[src/nppl_pkg.sv]
package nppl_pkg;

    // Field widths
    localparam int COORD_BITS = 24;
    localparam int FRAC_BITS  = 8;
    localparam int OUT_BITS   = 32;
    localparam int DIR_BITS   = 16;
    localparam int CFG_IDX_BITS  = 2;
    localparam int CFG_DATA_BITS = 32;

    // Internal widths
    localparam int DW        = COORD_BITS + 1;          // coordinate difference
    localparam int L2W       = 2 * COORD_BITS + 2;      // squared segment length
    localparam int DOTW      = 2 * COORD_BITS + 3;      // signed dot product
    localparam int EW        = COORD_BITS + FRAC_BITS + 3; // scaled point / offset
    localparam int DIR_SHIFT = 30;
    localparam int LQW       = COORD_BITS + 17;         // scaled segment length

    // Shared unit width: largest of foot numerator, length radicand, foot radicand
    localparam int WA   = 3 * COORD_BITS + FRAC_BITS + 4;
    localparam int WB   = L2W + DIR_SHIFT;
    localparam int WC   = 2 * EW + 1;
    localparam int WAB  = (WA > WB) ? WA : WB;
    localparam int WMAX = (WAB > WC) ? WAB : WC;
    localparam int WIDE = ((WMAX + 1) / 2) * 2;
    localparam int CNTW = $clog2(WIDE + 1);
    localparam int SQTOP = WIDE - 2;

    // Register indexes
    localparam logic [CFG_IDX_BITS-1:0] CFG_QUERY_X  = 2'd0;
    localparam logic [CFG_IDX_BITS-1:0] CFG_QUERY_Y  = 2'd1;
    localparam logic [CFG_IDX_BITS-1:0] CFG_MAX_DIST = 2'd2;

    localparam logic signed [DIR_BITS-1:0] Q15_ONE = 16'sd32767;
    localparam logic signed [DIR_BITS-1:0] Q15_MIN = -16'sd32768;

    typedef enum logic [1:0] {
        OP_MUL,
        OP_DIV,
        OP_SQRT
    } op_t;

    typedef struct packed {
        logic start;
        op_t  op;
    } arith_ctrl_t;

    typedef enum logic [4:0] {
        ST_IDLE,
        ST_L2X, ST_L2Y, ST_LQ, ST_UX, ST_UY,
        ST_E1X, ST_E1Y, ST_E1S,
        ST_E2X, ST_E2Y, ST_E2S,
        ST_DOT1, ST_DOT2,
        ST_FXM, ST_FXD, ST_FYM, ST_FYD,
        ST_FEX, ST_FEY, ST_FES,
        ST_EMIT
    } state_t;

endpackage

[src/nppl_arith.sv]
// Shared iterative unit: shift-add multiply (acc = c + a*b), restoring
// divide (a / b), digit-by-digit square root (floor sqrt a). One bit per cycle.
module nppl_arith
(
    input  logic                          clk,
    input  logic                          rst_n,
    input  nppl_pkg::arith_ctrl_t         ctrl,
    input  logic [nppl_pkg::WIDE-1:0]     a_in,
    input  logic [nppl_pkg::WIDE-1:0]     b_in,
    input  logic [nppl_pkg::WIDE-1:0]     c_in,
    output logic                          done,
    output logic [nppl_pkg::WIDE-1:0]     res
);

    localparam int W = nppl_pkg::WIDE;

    logic [W-1:0]                  a_reg, a_next;
    logic [W-1:0]                  b_reg, b_next;
    logic [W:0]                    acc_reg, acc_next;
    logic [nppl_pkg::CNTW-1:0]     cnt_reg, cnt_next;
    logic                          busy_reg, busy_next;
    nppl_pkg::op_t                 op_reg, op_next;

    logic [W:0]   sub_l, sub_r;
    logic [W+1:0] diff;
    logic         ge;
    logic         fin;

    // Shared compare/subtract
    always_comb
    begin
        if (op_reg == nppl_pkg::OP_DIV)
        begin
            sub_l = {acc_reg[W-1:0], a_reg[W-1]};
            sub_r = {1'b0, b_reg};
        end
        else
        begin
            sub_l = {1'b0, a_reg};
            sub_r = {1'b0, acc_reg[W-1:0] | b_reg};
        end
        diff = {1'b0, sub_l} - {1'b0, sub_r};
        ge   = ~diff[W+1];
    end

    // End of an operation
    always_comb
    begin
        case (op_reg)
            nppl_pkg::OP_MUL:  fin = (b_reg == '0);
            nppl_pkg::OP_DIV:  fin = (cnt_reg == '0);
            nppl_pkg::OP_SQRT: fin = (b_reg == '0);
            default:           fin = 1'b1;
        endcase
    end

    assign done = busy_reg & fin;
    assign res  = (op_reg == nppl_pkg::OP_DIV) ? a_reg : acc_reg[W-1:0];

    // Step logic
    always_comb
    begin
        a_next    = a_reg;
        b_next    = b_reg;
        acc_next  = acc_reg;
        cnt_next  = cnt_reg;
        busy_next = busy_reg;
        op_next   = op_reg;
        if (ctrl.start)
        begin
            busy_next = 1'b1;
            op_next   = ctrl.op;
            a_next    = a_in;
            cnt_next  = nppl_pkg::CNTW'(W);
            case (ctrl.op)
                nppl_pkg::OP_MUL:
                begin
                    b_next   = b_in;
                    acc_next = {1'b0, c_in};
                end
                nppl_pkg::OP_DIV:
                begin
                    b_next   = b_in;
                    acc_next = '0;
                end
                nppl_pkg::OP_SQRT:
                begin
                    b_next   = W'(1) << nppl_pkg::SQTOP;
                    acc_next = '0;
                end
                default:
                begin
                    b_next   = '0;
                    acc_next = '0;
                end
            endcase
        end
        else if (busy_reg)
        begin
            if (fin)
            begin
                busy_next = 1'b0;
            end
            else
            begin
                case (op_reg)
                    nppl_pkg::OP_MUL:
                    begin
                        if (b_reg[0])
                        begin
                            acc_next = acc_reg + {1'b0, a_reg};
                        end
                        a_next = a_reg << 1;
                        b_next = b_reg >> 1;
                    end
                    nppl_pkg::OP_DIV:
                    begin
                        acc_next = ge ? diff[W:0] : sub_l;
                        a_next   = {a_reg[W-2:0], ge};
                        cnt_next = cnt_reg - nppl_pkg::CNTW'(1);
                    end
                    nppl_pkg::OP_SQRT:
                    begin
                        if (ge)
                        begin
                            a_next   = diff[W-1:0];
                            acc_next = (acc_reg >> 1) + {1'b0, b_reg};
                        end
                        else
                        begin
                            acc_next = acc_reg >> 1;
                        end
                        b_next = b_reg >> 2;
                    end
                    default:
                    begin
                        acc_next = acc_reg;
                    end
                endcase
            end
        end
    end

    always_ff @(posedge clk or negedge rst_n)
    begin
        if (!rst_n)
        begin
            busy_reg <= 1'b0;
            op_reg   <= nppl_pkg::OP_MUL;
            cnt_reg  <= '0;
        end
        else
        begin
            busy_reg <= busy_next;
            op_reg   <= op_next;
            cnt_reg  <= cnt_next;
        end
    end

    always_ff @(posedge clk)
    begin
        a_reg   <= a_next;
        b_reg   <= b_next;
        acc_reg <= acc_next;
    end

endmodule

[config.mk]
export PLATFORM = sky130hd
export DESIGN_NAME = nppl_arith
export DESIGN_NICKNAME = d
export VERILOG_FILES = /design/src/nppl_pkg.sv /design/src/nppl_arith.sv
export SDC_FILE = /design/constraint.sdc
export NUM_CORES = 2
export LEC_CHECK = 0
export BUFFER_PORTS_ARGS = -buffer_cell sky130_fd_sc_hd__buf_4
export CAP_MARGIN = 20
export CELL_PAD_IN_SITES_DETAIL_PLACEMENT = 0
export CELL_PAD_IN_SITES_GLOBAL_PLACEMENT = 1
export CORE_MARGIN = 4
export CORE_UTILIZATION = 46
export DETAILED_ROUTE_END_ITERATION = 8
export HOLD_SLACK_MARGIN = 0.06
export PLACE_DENSITY_LB_ADDON = 0.1
export SYNTH_ARGS = -nofsm -noshare
export SYNTH_HDL_FRONTEND = slang
export SYNTH_SLANG_ARGS = --single-unit
export TNS_END_PERCENT = 5
[constraint.sdc]
create_clock -name clk -period 12.8 [get_ports clk]
set_input_delay 1.28 -clock clk [delete_from_list [all_inputs] [get_ports clk]]
set_output_delay 1.28 -clock clk [all_outputs]
set_load 0.01 [all_outputs]
==> run metrics <==
Post-Synth XOR/XNOR Area=0.0627; DP HPWL=roughly 120000 um; Layout area overhead=12.5%; max reg flops=between 80 and 90; die area=0.0782 mm2; # hold bufs at CTS=0; Worst-path clk slew=approximately 0.08 ns; Final Power=10.4 mW; endpoints failing hold=0; fin nets=roughly 5000; Worst Setup End Kind=flop; Setup Crit Path Kind=flop to flop; fraction of layout cells with a size suffix above 1=0.143; Die W=280 um; prevailing post-synth register cell=edfxtp_1; initial antenna violation count=2; synthesized netlist cell count=between 4000 and 5000; CTS Sinks=around 260; setup TNS=0 ns; final worst-path cycle share=0.548; post-CTS setup buffer count=0; endpoints failing setup=0; die span in y=280 um; Register Area=around 0.008 mm2; Peak VDD IR=~0.00016 V; Crit path arrival time=between 7 and 8 ns; TritonCTS Buffers=36; Syn Nets=4838; Clk Latency, worst-skew pair=0.59 ns; routed vias=~37000; Final ANT Viol Nets=0; Synth cell types=~100; TritonRoute pass-1 iters=8; Synth Cell Area=~0.034 mm2; pre-CTS WS=5.89 ns; GRT Total Usage=0.387; crit path time final=7.02 ns; dominant cell type by area after synthesis=edfxtp_1; relative slew slack=0.206; Post-Route WL=between 150000 and 200000 um; mux cell area share after synthesis=0.0811; Worst-Margin Slew=~1.2 ns; syn_area_per_cell=between 7 and 8 um2; most common cell after layout, fill and taps aside=nand2_1; drt initial violations=4544; final worst slack=5.78 ns; PostCTS Resize Cnt=0; cell row count=just under 100; clk root buf=clkbuf_16; first-pass GRT wire length=approximately 230000 um; Post-Synth Adder-Cell Area=0.0965; Synth area leaders=edfxtp_1 (22%), ha_1 (9.4%), a21oi_1 (7.0%), o21ai_0 (6.3%), nand2_1 (6.1%); worst-path maximum fanout=between 90 and 100; Hold Path Class=flop to flop; asr flop ratio synth=0.0380; CTS tree=done; starting density of the core=0.464; Seq/Total Area, Yosys=0.231; Non-Filler Instances=about 5400; gpl congestion=about 1.0; largest net degree at the start of global routing=110; grt total ovfl=0; # fillers=7335; post-layout util=0.522; Clock Skew=roughly 0.036 ns; drt drc=0; pwr dens=roughly 270 mW/mm2; Synth Area in Simple Gates=0.170; Synth Register Bits=~260; multi-input logic area=between 0.02 and 0.025 mm2; FMAX=roughly 140 MHz; Max Cap Viol=0; Synth Area in Compound Gates=0.311; Buffers on Ports=between 300 and 400; WL per Instance=just under 30 um; Core ar.=about 0.073 mm2; Startpoint Class=flop; H-tree levels=2; number of vias per cell=slightly below 7; Synth top area share=0.224; P_leak=roughly 16 nW; largest family of logic cells by synthesized area=compound AO/OA/AOI/OAI gates; unrepaired setup endpoints after global routing=false; Max Slew Vio Count=0; Syn. warnings=0; DP Cell Count=about 5400; I/O pin cnt=342; vias in the first global route=34663; Worst EP required=about 13 ns; most frequent cells in the layout=nand2_1 (548), a21oi_1 (476), o21ai_0 (425); clock buffer depth=3; Post-synth EDFFs=approximately 250; status=finished, final reports clean
-- power by group --
part	internal (mW)	switching [mW]	total (mW)
clock	0.591	0.457	1.05
sequential	1.28	0.511	1.79
combinational	2.70	4.86	7.55
-- stage by stage --
stage | hold slack, ns | instance area, um2
6_report | 0.475 | 38200
5_1_grt | 0.504 | 38200
3_3_place_gp | 0.453 | 37000
2_1_floorplan | 0.443 | 33900
4_1_cts | 0.471 | 38100
3_5_place_dp | 0.460 | 37000
-- kinds of logic after synthesis --
group,after synthesis
muxes,257
adders and majority gates,260
xor gates and xnor gates,243
DFF,263
AOI/OAI and AO/OA,1657
buffers and inverters,396
and+or+nand+nor,1246
-- layer usage --
layer / vias up / global-route usage / part of all wire
met5: - / 0 / 0
met4: 0 / 0.146 / 0.045
li1: 16656 / - / -
met1: 17841 / 0.529 / 0.42
met2: 2076 / 0.614 / 0.44
met3: 352 / 0.0693 / 0.096
-- critical path, stage by stage (launching register included) --
cell       delay (ns)
dfrtp_1          0.42
inv_1            0.20
ha_4             0.63
buf_4            0.78
mux2_2           0.44
ha_1             0.35
a21oi_1          0.23
o21ai_0          0.26
a21oi_1          0.23
o21ai_0          0.14
a221oi_1         0.33
o2111ai_1        0.25
o21ai_2          0.32
o31a_2           0.20
buf_4            0.75
nor2_1           0.46
a222oi_1         0.45
o211ai_1         0.13
-- worst paths after layout --
kind	end	slack, ns	cells after the start	start
min reg2reg	cnt_reg[6]	0.48	1	cnt_reg[6]
min	cnt_reg[6]	0.48	1	cnt_reg[6]
max in group asynchronous	cnt_reg[5]	12.12	1	rst_n
max	acc_reg[56]	5.78	17	op_reg[1]
min in group asynchronous	op_reg[0]	0.53	1	rst_n
max reg2reg	acc_reg[56]	5.78	17	op_reg[1]
-- cell usage after synthesis, types with 99 or more instances --
cell        n
a21oi_1   477
a22oi_1   113
inv_1     108
edfxtp_1  253
xnor2_1   155
mux2_2    133
nand2_1   549
a21o_1    161
ha_1      256
mux2i_1   121
nand4_1    99
clkbuf_1  237
o21ai_0   425
nor2_1    220
-- layout make-up --
cell class                      count  share of cell area
Inverter                          113              0.0111
Timing Repair Buffer              386              0.0764
Multi-Input combinational cell   3663               0.646
Antenna cell                        1           0.0000656
Sequential cell                   263               0.206
Clock buffer                       44              0.0250
Tap cell                          959              0.0314
Clock inverter                     19             0.00479
Power figures use the tool's default switching activity.
